--- src/rtl/ps2sc_pkg.sv ---
package ps2sc_pkg;

    localparam int MAP_ENTRIES_DEF = 88;

    localparam logic [7:0] SC_LSHIFT_MAKE  = 8'h2A;
    localparam logic [7:0] SC_RSHIFT_MAKE  = 8'h36;
    localparam logic [7:0] SC_LSHIFT_BREAK = 8'hAA;
    localparam logic [7:0] SC_RSHIFT_BREAK = 8'hB6;
    localparam logic [7:0] SC_CTRL_MAKE    = 8'h1D;
    localparam logic [7:0] SC_CTRL_BREAK   = 8'h9D;
    localparam logic [7:0] SC_CAPS_MAKE    = 8'h3A;

    localparam logic [6:0] CH_LOWER_A = 7'h61;
    localparam logic [6:0] CH_LOWER_Z = 7'h7A;
    localparam logic [6:0] CH_UPPER_A = 7'h41;
    localparam logic [6:0] CH_UPPER_Z = 7'h5A;
    localparam logic [6:0] CH_DIGIT_0 = 7'h30;
    localparam logic [6:0] CH_DIGIT_9 = 7'h39;
    localparam logic [6:0] CH_CASE_OFFSET = 7'h20;

    typedef struct packed {
        logic shift;
        logic ctrl;
        logic caps;
    } t_mods;

    function automatic logic [6:0] key_rom(input logic [6:0] idx);
        logic [6:0] c;
        unique case (idx)
            7'h02: c = 7'h31;
            7'h03: c = 7'h32;
            7'h04: c = 7'h33;
            7'h05: c = 7'h34;
            7'h06: c = 7'h35;
            7'h07: c = 7'h36;
            7'h08: c = 7'h37;
            7'h09: c = 7'h38;
            7'h0A: c = 7'h39;
            7'h0B: c = 7'h30;
            7'h0C: c = 7'h2D;
            7'h0D: c = 7'h3D;
            7'h0E: c = 7'h08;
            7'h0F: c = 7'h09;
            7'h10: c = 7'h71;
            7'h11: c = 7'h77;
            7'h12: c = 7'h65;
            7'h13: c = 7'h72;
            7'h14: c = 7'h74;
            7'h15: c = 7'h79;
            7'h16: c = 7'h75;
            7'h17: c = 7'h69;
            7'h18: c = 7'h6F;
            7'h19: c = 7'h70;
            7'h1A: c = 7'h5B;
            7'h1B: c = 7'h5D;
            7'h1C: c = 7'h0A;
            7'h1E: c = 7'h61;
            7'h1F: c = 7'h73;
            7'h20: c = 7'h64;
            7'h21: c = 7'h66;
            7'h22: c = 7'h67;
            7'h23: c = 7'h68;
            7'h24: c = 7'h6A;
            7'h25: c = 7'h6B;
            7'h26: c = 7'h6C;
            7'h27: c = 7'h3B;
            7'h28: c = 7'h27;
            7'h29: c = 7'h60;
            7'h2B: c = 7'h5C;
            7'h2C: c = 7'h7A;
            7'h2D: c = 7'h78;
            7'h2E: c = 7'h63;
            7'h2F: c = 7'h76;
            7'h30: c = 7'h62;
            7'h31: c = 7'h6E;
            7'h32: c = 7'h6D;
            7'h33: c = 7'h2C;
            7'h34: c = 7'h2E;
            7'h35: c = 7'h2F;
            7'h37: c = 7'h2A;
            7'h39: c = 7'h20;
            default: c = 7'h00;
        endcase
        return c;
    endfunction

    function automatic logic [6:0] digit_shifted(input logic [3:0] d);
        logic [6:0] c;
        unique case (d)
            4'd0: c = 7'h29;
            4'd1: c = 7'h21;
            4'd2: c = 7'h40;
            4'd3: c = 7'h23;
            4'd4: c = 7'h24;
            4'd5: c = 7'h25;
            4'd6: c = 7'h5E;
            4'd7: c = 7'h26;
            4'd8: c = 7'h2A;
            4'd9: c = 7'h28;
            default: c = 7'h00;
        endcase
        return c;
    endfunction

endpackage

--- src/rtl/ps2sc_mods.sv ---
module ps2sc_mods import ps2sc_pkg::*; (
    input  logic       i_clk,
    input  logic       i_rst_n,
    input  logic       i_load,
    input  logic [7:0] i_scan_code,
    output t_mods      o_mods_next
);

    t_mods r_mods;
    t_mods n_mods;

    always_comb begin
        n_mods = r_mods;
        if (i_scan_code == SC_LSHIFT_MAKE || i_scan_code == SC_RSHIFT_MAKE) begin
            n_mods.shift = 1'b1;
        end else if (i_scan_code == SC_LSHIFT_BREAK || i_scan_code == SC_RSHIFT_BREAK) begin
            n_mods.shift = 1'b0;
        end
        if (i_scan_code == SC_CTRL_MAKE) begin
            n_mods.ctrl = 1'b1;
        end else if (i_scan_code == SC_CTRL_BREAK) begin
            n_mods.ctrl = 1'b0;
        end
        if (i_scan_code == SC_CAPS_MAKE) begin
            n_mods.caps = ~r_mods.caps;
        end
    end

    always_ff @(posedge i_clk) begin
        if (!i_rst_n) begin
            r_mods <= '0;
        end else if (i_load) begin
            r_mods <= n_mods;
        end
    end

    assign o_mods_next = n_mods;

endmodule

--- src/rtl/ps2sc_xlate.sv ---
module ps2sc_xlate import ps2sc_pkg::*; #(
    parameter int MAP_ENTRIES = MAP_ENTRIES_DEF
) (
    input  logic [7:0] i_scan_code,
    input  t_mods      i_mods,
    output logic       o_hit,
    output logic [6:0] o_ascii_char
);

    localparam logic [7:0] LP_LIMIT = 8'(MAP_ENTRIES);

    logic [6:0] rom_char;
    logic [6:0] case_char;
    logic       is_lower;
    logic       is_digit;
    logic       is_letter;

    assign rom_char = key_rom(i_scan_code[6:0]);
    assign o_hit    = !i_scan_code[7] && (i_scan_code < LP_LIMIT) && (rom_char != 7'h00);
    assign is_lower = (rom_char >= CH_LOWER_A) && (rom_char <= CH_LOWER_Z);
    assign is_digit = (rom_char >= CH_DIGIT_0) && (rom_char <= CH_DIGIT_9);

    always_comb begin
        case_char = rom_char;
        if (i_mods.shift) begin
            if (is_lower) begin
                case_char = rom_char - CH_CASE_OFFSET;
            end else if (is_digit) begin
                case_char = digit_shifted(rom_char[3:0]);
            end
        end else if (i_mods.caps && is_lower) begin
            case_char = rom_char - CH_CASE_OFFSET;
        end
    end

    assign is_letter = ((case_char >= CH_LOWER_A) && (case_char <= CH_LOWER_Z))
                    || ((case_char >= CH_UPPER_A) && (case_char <= CH_UPPER_Z));

    assign o_ascii_char = (i_mods.ctrl && is_letter) ? {2'b00, case_char[4:0]} : case_char;

endmodule

--- src/rtl/ps2_scancode_to_ascii_unit.sv ---
// Set-1 scancode to ASCII translator. Takes one scancode byte per clock and
// offers its character on o_valid from a result register once the code is
// accepted: the code and the modifier state it leaves are held in an input
// register, then ROM lookup, shift, caps and ctrl mapping fill the result
// register. Shift, left ctrl and caps lock are updated as each code is
// accepted, so every code sees the modifiers in force at its own arrival.
// Break codes, modifier keys and unmapped codes give no result. Throughput
// is one code per cycle; o_ready drops, combinationally from i_ready, only
// while both registers are full and i_ready is low.
module ps2_scancode_to_ascii_unit import ps2sc_pkg::*; #(
    parameter int MAP_ENTRIES = MAP_ENTRIES_DEF
) (
    input  logic       i_clk,
    input  logic       i_rst_n,
    input  logic       i_valid,
    output logic       o_ready,
    input  logic [7:0] i_scan_code,
    output logic       o_valid,
    input  logic       i_ready,
    output logic [6:0] o_ascii_char
);

    logic       r_a_valid;
    logic [7:0] r_a_code;
    t_mods      r_a_mods;
    logic       r_b_valid;
    logic [6:0] r_b_char;
    logic       n_a_valid;
    logic       n_b_valid;

    logic       b_free;
    logic       accept;
    t_mods      mods_next;
    logic       hit;
    logic [6:0] xl_char;

    assign b_free  = !r_b_valid || i_ready;
    assign o_ready = !r_a_valid || b_free;
    assign accept  = i_valid && o_ready;

    ps2sc_mods u_mods (
        .i_clk       (i_clk),
        .i_rst_n     (i_rst_n),
        .i_load      (accept),
        .i_scan_code (i_scan_code),
        .o_mods_next (mods_next)
    );

    ps2sc_xlate #(
        .MAP_ENTRIES (MAP_ENTRIES)
    ) u_xlate (
        .i_scan_code  (r_a_code),
        .i_mods       (r_a_mods),
        .o_hit        (hit),
        .o_ascii_char (xl_char)
    );

    assign n_a_valid = accept || (r_a_valid && !b_free);
    assign n_b_valid = b_free ? (r_a_valid && hit) : r_b_valid;

    always_ff @(posedge i_clk) begin
        if (!i_rst_n) begin
            r_a_valid <= 1'b0;
            r_b_valid <= 1'b0;
        end else begin
            r_a_valid <= n_a_valid;
            r_b_valid <= n_b_valid;
        end
    end

    always_ff @(posedge i_clk) begin
        if (accept) begin
            r_a_code <= i_scan_code;
            r_a_mods <= mods_next;
        end
        if (b_free) begin
            r_b_char <= xl_char;
        end
    end

    assign o_valid      = r_b_valid;
    assign o_ascii_char = r_b_char;

endmodule

--- config.mk ---
export PLATFORM = sky130hd
export DESIGN_NAME = ps2_scancode_to_ascii_unit
export DESIGN_NICKNAME = d
export VERILOG_FILES = /design/src/rtl/ps2sc_pkg.sv /design/src/rtl/ps2sc_mods.sv /design/src/rtl/ps2sc_xlate.sv /design/src/rtl/ps2_scancode_to_ascii_unit.sv
export SDC_FILE = /design/constraint.sdc
export NUM_CORES = 1
export LEC_CHECK = 0
export BUFFER_PORTS_ARGS = -buffer_cell sky130_fd_sc_hd__clkbuf_2
export CAP_MARGIN = 40
export CORE_UTILIZATION = 45
export CTS_CLUSTER_DIAMETER = 120
export DETAILED_ROUTE_END_ITERATION = 10
export PLACE_DENSITY = 0.67
export SLEW_MARGIN = 10
export SYNTH_ARGS = -nofsm -noshare
export SYNTH_HDL_FRONTEND = slang
export SYNTH_SLANG_ARGS = --single-unit
--- constraint.sdc ---
create_clock -name i_clk -period 3.1 [get_ports i_clk]
set_input_delay 0.31 -clock i_clk [delete_from_list [all_inputs] [get_ports i_clk]]
set_output_delay 0.31 -clock i_clk [all_outputs]
set_load 0.02 [all_outputs]
==> flow_summary.yaml, run 1 <==
cts:
  path_clk_slew_ps: 60
  htree_levels: 2
  cts.sinks: 30
  clockBufferDepth: 2
  hold_buffers: 0
  clock_latency_ps: 290
  post_cts_buffers: 0
  cts_made_buffers: 5
  ctsResizeCount: 0
  root_buffer: "clkbuf_8"
  cts_tree: "done"
timing:
  clock_skew_ps: 5.91
  hold_viol: 0
  fmax_ghz: 0.365
  finalSetupTns_ps: 0
  maxSlewHeadroom: 0.535
  worstMarginPinSlew_ps: 679
  slew_viol_final: 0
  worst_slack_ps: 361
  final.min_clock_period_ps: 2740
  rsz0062_at_grt: "no"
  period_share: 0.883
  finalSetupViolCount: 0
global_route:
  grt_max_degree: 21
  grt_first_pass_wirelength_um: 8600
  grt_remaining_overflow: 0
  grtUsageTotal: 0.209
  antenna_found_initial: 0
  grt_pass1_vias: 1870
floorplan:
  die_area_sq_mm: 0.00537
  row_count: 25
  coreArea_sq_mm: 0.00482
  io_pins: 21
  dieWidth_um: 73.3
  start_util: 0.474
  die_h_um: 73.3
detailed_routing:
  vias: 2036
  first_iter_violations: 190
  wire_per_inst_um: 14.7
  drtPass1Iterations: 4
  drcViolationCount: 0
  routed_wl_um: 5130
  drtAntennaViolNets: 0
  drt-vias-per-instance: 5.85
logic_synthesis:
  synth_area_sq_mm: 0.00228
  yosys.cell_types.count: 66
  synth_top_cell_area_share: 0.237
  yosys_register_bits: 30
  synth_seq_area_share: 0.342
  synth_edf_count: 18
  postSynthCellCount: 257
  yosysTopAreaCell: "edfxtp_1"
  synth_fp_nets: 281
  ys_async_sr_fraction: 0
  synth_flop_cell: "edfxtp_1"
  synth_area_leaders: "edfxtp_1, dfxtp_1, ha_1"
  ys_warn_count: 0
  syn_avg_cell_area_sq_um: 8.89
setup_path:
  cpMostUsedCell: "a21oi_1"
  cpMaxStageDelayCell: "edfxtp_1"
  crit_buf_inv: 1
  arrival_ps: 2770
  critPathTopFamily: "compound AO/OA/AOI/OAI gates"
  rr_worst_depth: 10
  crit_path_start_kind: "flop"
  cpPeakStageDelay_ps: 460
  crit_cells: 10
  critPathRequiredTime_ps: 3140
  worstSetupPathType: "reg -> reg"
  path_max_fanout: 6
  crit_path_cell_trace: "nand2b_1 -> inv_1 -> ha_1 -> a21oi_1 -> a211o_1 -> o2111a_2 -> a31o_2 -> a21oi_1 -> o221a_2 -> a31oi_1"
  critPathCaptureType: "flop"
layout:
  nNetsFinal: 304
  drive_above_1_share: 0.185
  final_cells: 348
  final_area_sq_mm: 0.00258
  diodes: 0
  utilization: 0.536
  area_growth_pct: 13.0
  num-fill-cells: 457
min_path:
  holdPathStages: 1
  holdCritPathClass: "in -> reg"
placement:
  dp_hpwl_um: 3640
  dpl_worst_slack_ps: 398
  place_congestion: 0.842
  dp_cells: 340
  port_buffers: 20
  postPlaceCellArea_sq_mm: 0.00247
pwr:
  power.leakage_nw: 1.04
  ir_worst_vdd_uv: 269
  p_per_area_mw_per_mm2: 480
run_status:
  outcome: "complete, no violations"
flow_run:
  drv_cap: 0
==> cell type report <==
cell class	count	area (sq um)	area share
inverters	12	45.0	0.0175
clock buffers	5	68.8	0.0267
flip-flops and latches	30	781	0.302
well taps	67	83.8	0.0325
multi-input cells	202	1400	0.540
repair buffers	29	168	0.0650
clock inverters	3	40.0	0.0155
==> worst reg2reg max path, stage by stage (launching register included) <==
cell and delay, ps:
edfxtp_1 460, nand2b_1 260, inv_1 130, ha_1 170, a21oi_1 50, a211o_1 300
o2111a_2 330, a31o_2 240, a21oi_1 220, o221a_2 250, a31oi_1 80
==> per-stage QoR <==
step                      hold slack (ps)  total power [W]
after floorplan                       409         0.000773
after global placement                462         0.000860
after detailed placement              463         0.000859
after CTS                             242          0.00124
after global routing                  250          0.00131
final                                 250          0.00124
==> cells by family (layout without fill, tap and decap cells) <==
family                   Yosys count  count (layout)  synth area share
AO/OA/AOI/OAI                     87              87             0.272
XOR/XNOR                           4               4            0.0153
adder cells (fa/ha/maj)           14              14            0.0745
buffers and inverters             25              49            0.0476
flip-flops                        30              30             0.342
multiplexers                      11              11            0.0559
AND/OR/NAND/NOR                   86              86             0.193
==> path summary, 6_finish.rpt <==
path                          from                to  slack [ps]
setup reg to reg       r_a_code[6]   o_ascii_char[5]         360
setup / recovery       r_a_code[6]   o_ascii_char[5]         360
hold reg to reg   u_mods.r_mods[1]  u_mods.r_mods[1]         480
hold / removal      i_scan_code[0]       r_a_code[0]         250
==> layer usage <==
| metal | global-route usage | share of wire |
|---|---|---|
| met5 | 0 | 0 |
| met4 | 0.109 | 0.021 |
| met3 | 0.0466 | 0.045 |
| met2 | 0.313 | 0.46 |
| met1 | 0.282 | 0.47 |
==> report_power, final <==
group,switching [W],total [W],internal (W)
Combinational,0.000207,0.000348,0.000141
Clock,0.000147,0.000383,0.000236
Sequential,0.0000417,0.000507,0.000466
Total,0.000397,0.00124,0.000843
==> layout by cell type, fill, tap and decap left out, types with 3 or more instances in the layout <==
cell	instances
nand2_1	28
clkbuf_2	20
edfxtp_1	18
o21ai_0	16
a21oi_1	15
nor2_1	14
ha_1	12
dfxtp_1	12
nand3_1	9
inv_1	9
buf_4	9
mux2i_1	8
a31oi_1	6
a21o_1	6
o211ai_1	5
and3_1	5
nor3_1	5
clkbuf_8	5
nor4_1	4
nor2b_1	4
nand2b_1	4
o21ai_1	4
o31ai_1	4
a21boi_0	4
xnor2_1	3
a221oi_1	3
==> synth_stat cells (all sizes together), types with 3 or more instances <==
cell type and instances:
nand2 28, nor2 14, a31oi 6, a21oi 16
nor4 5, dfxtp 12, ha 12, o211ai 6
inv 11, nand2b 4, and3 5, a221oi 3
buf 8, o21ai 20, nor3 5, mux2i 9
nor2b 4, a21o 6, xnor2 3, nand3 9
a21boi 4, clkbuf 5, edfxtp 18, o31ai 4
No activity file was read; power rests on OpenSTA's default activity.
==> run 2, diff against run 1 <==
==> constraint.sdc (replaced) <==
create_clock -name i_clk -period 2.6 [get_ports i_clk]
set_input_delay 0.65 -clock i_clk [delete_from_list [all_inputs] [get_ports i_clk]]
set_output_delay 0.65 -clock i_clk [all_outputs]
set_load 0.02 [all_outputs]
==> run 2 against run 1 <==
Net effect: cell area grew 12%; setup slack got worse by 300 ps; core utilization increased by 6.3 points; combinational power up 50%; largest cell class unchanged; die area unchanged.
==> flow_summary.yaml, run 2 (same netlist as run 1, synthesis figures left out) <==
detailed_routing:
  wire_per_inst_um: 14.9
  drcViolationCount: 0
  drt-vias-per-instance: 5.65
  drtAntennaViolNets: 0
  drtPass1Iterations: 4
  routed_wl_um: 5630
  first_iter_violations: 259
  vias: 2134
cts:
  cts.sinks: 30
  cts_made_buffers: 5
  clock_latency_ps: 280
  htree_levels: 2
  path_clk_slew_ps: 70
  cts_tree: "done"
  clockBufferDepth: 2
  root_buffer: "clkbuf_8"
setup_path:
  rr_endpoint: "o_ascii_char[5]"
  crit_path_start_kind: "flop"
  regToRegSetupSlack_ps: 60
  reg2reg_from: "r_a_code[6]"
  crit_buf_inv: 0
  cpPeakStageDelay_ps: 480
  path_max_fanout: 4
  crit_path_cell_trace: "nor2b_4 -> ha_2 -> a21oi_1 -> o32ai_4 -> o2111ai_4 -> or4_4 -> o2111ai_1 -> o221a_2 -> a31oi_1"
  arrival_ps: 2570
  critPathRequiredTime_ps: 2630
  critPathTopFamily: "compound AO/OA/AOI/OAI gates"
  critPathCaptureType: "flop"
  cpMaxStageDelayCell: "edfxtp_1"
  worstSetupPathType: "reg -> reg"
  rr_worst_depth: 9
layout:
  area_growth_pct: 26.3
  final_common_cell: "buf_4"
  final_area_sq_mm: 0.00289
  nNetsFinal: 334
  final_cell_mix: "buf_4, nand2_1, clkbuf_2, edfxtp_1, o21ai_0"
  utilization: 0.599
  diodes: 0
  drive_above_1_share: 0.305
timing:
  period_share: 0.976
  clock_skew_ps: 8.51
  fmax_ghz: 0.394
  maxSlewHeadroom: 0.519
  holdWs_ps: 493
  finalSetupViolCount: 0
  finalSetupTns_ps: 0
  hold_viol: 0
  final.min_clock_period_ps: 2540
  worstMarginPinSlew_ps: 714
  slew_viol_final: 0
placement:
  dp_hpwl_um: 4170
  port_buffers: 20
  place_congestion: 0.866
  postPlaceCellArea_sq_mm: 0.00271
floorplan:
  start_util: 0.474
  io_pins: 21
  row_count: 25
  die_area_sq_mm: 0.00537
  dieWidth_um: 73.3
  coreArea_sq_mm: 0.00482
  die_h_um: 73.3
global_route:
  grt_first_pass_wirelength_um: 9290
  grt_pass1_vias: 2001
  grtUsageTotal: 0.227
  antenna_found_initial: 0
  grt_max_degree: 18
  grt_remaining_overflow: 0
pwr:
  p_per_area_mw_per_mm2: 524
  ir_worst_vdd_uv: 344
  p_total_w: 0.00151
  power.leakage_nw: 1.19
flow_run:
  drv_cap: 0
min_path:
  hold_end: "u_mods.r_mods[1]"
  holdCritPathClass: "reg -> reg"
  min-delay-start: "u_mods.r_mods[1]"
  holdPathStages: 2
run_status:
  outcome: "complete, no violations"
## run 2: cell types whose count changed in the layout (fill, tap and decap cells not counted), sizes merged
cell / change
bufinv: -1
buf: +30
clkinvlp: +1
clkinv: -1
clkbuf: +1
## run 2: per-stage QoR
step	worst slack, ps	std cells
floorplan	-58.9	257
global placement	-37.1	368
detailed placement	-95.9	368
CTS	38.5	376
global route	-50.0	378
finish	62.5	378
## run 2: routing by layer
layer | part of all wire | global-route usage
met4 | 0.011 | 0.0850
met5 | 0 | 0
met3 | 0.050 | 0.0480
met2 | 0.47 | 0.350
met1 | 0.47 | 0.314
## run 2: final cells by class
class | count | area [sq um]
clock buffers | 6 | 82.6
clock inverters | 2 | 12.5
fillers | 426 | 1930
inverters | 12 | 50.0
multi-input cells | 202 | 1480
flip-flops and latches | 30 | 781
well taps | 67 | 83.8
repair buffers | 59 | 397
## run 2: worst max path at each step
stage	end	cells after the start	from	slack, ps
floorplan	flop	11	i_ready	-60
global placement	flop	10	i_ready	-40
detailed placement	flop	10	i_ready	-100
CTS	o_ascii_char[5]	8	r_a_code[6]	40
global route	o_ascii_char[6]	9	r_a_code[6]	-50
finish	o_ascii_char[5]	9	r_a_code[6]	60
## run 2: repair_timing
item,in CTS,in global routing
resized for setup,0,12
setup endpoints to repair,0,2
hold endpoints to repair,0,0
setup buffers,0,2
hold buffers,0,0
## run 2: worst min-delay path: cells and delay by family (launching register included)
family / cells / cell delay [ps]
and+or+nand+nor: 1 / 50
DFF: 1 / 320
AOI/OAI and AO/OA: 1 / 70
## run 2: report_power, final
| part | switching [W] | leakage (nW) | internal [W] |
|---|---|---|---|
| clock | 0.000183 | 0.0472 | 0.000212 |
| sequential | 0.0000392 | 0.290 | 0.000555 |
| combinational | 0.000290 | 0.850 | 0.000233 |
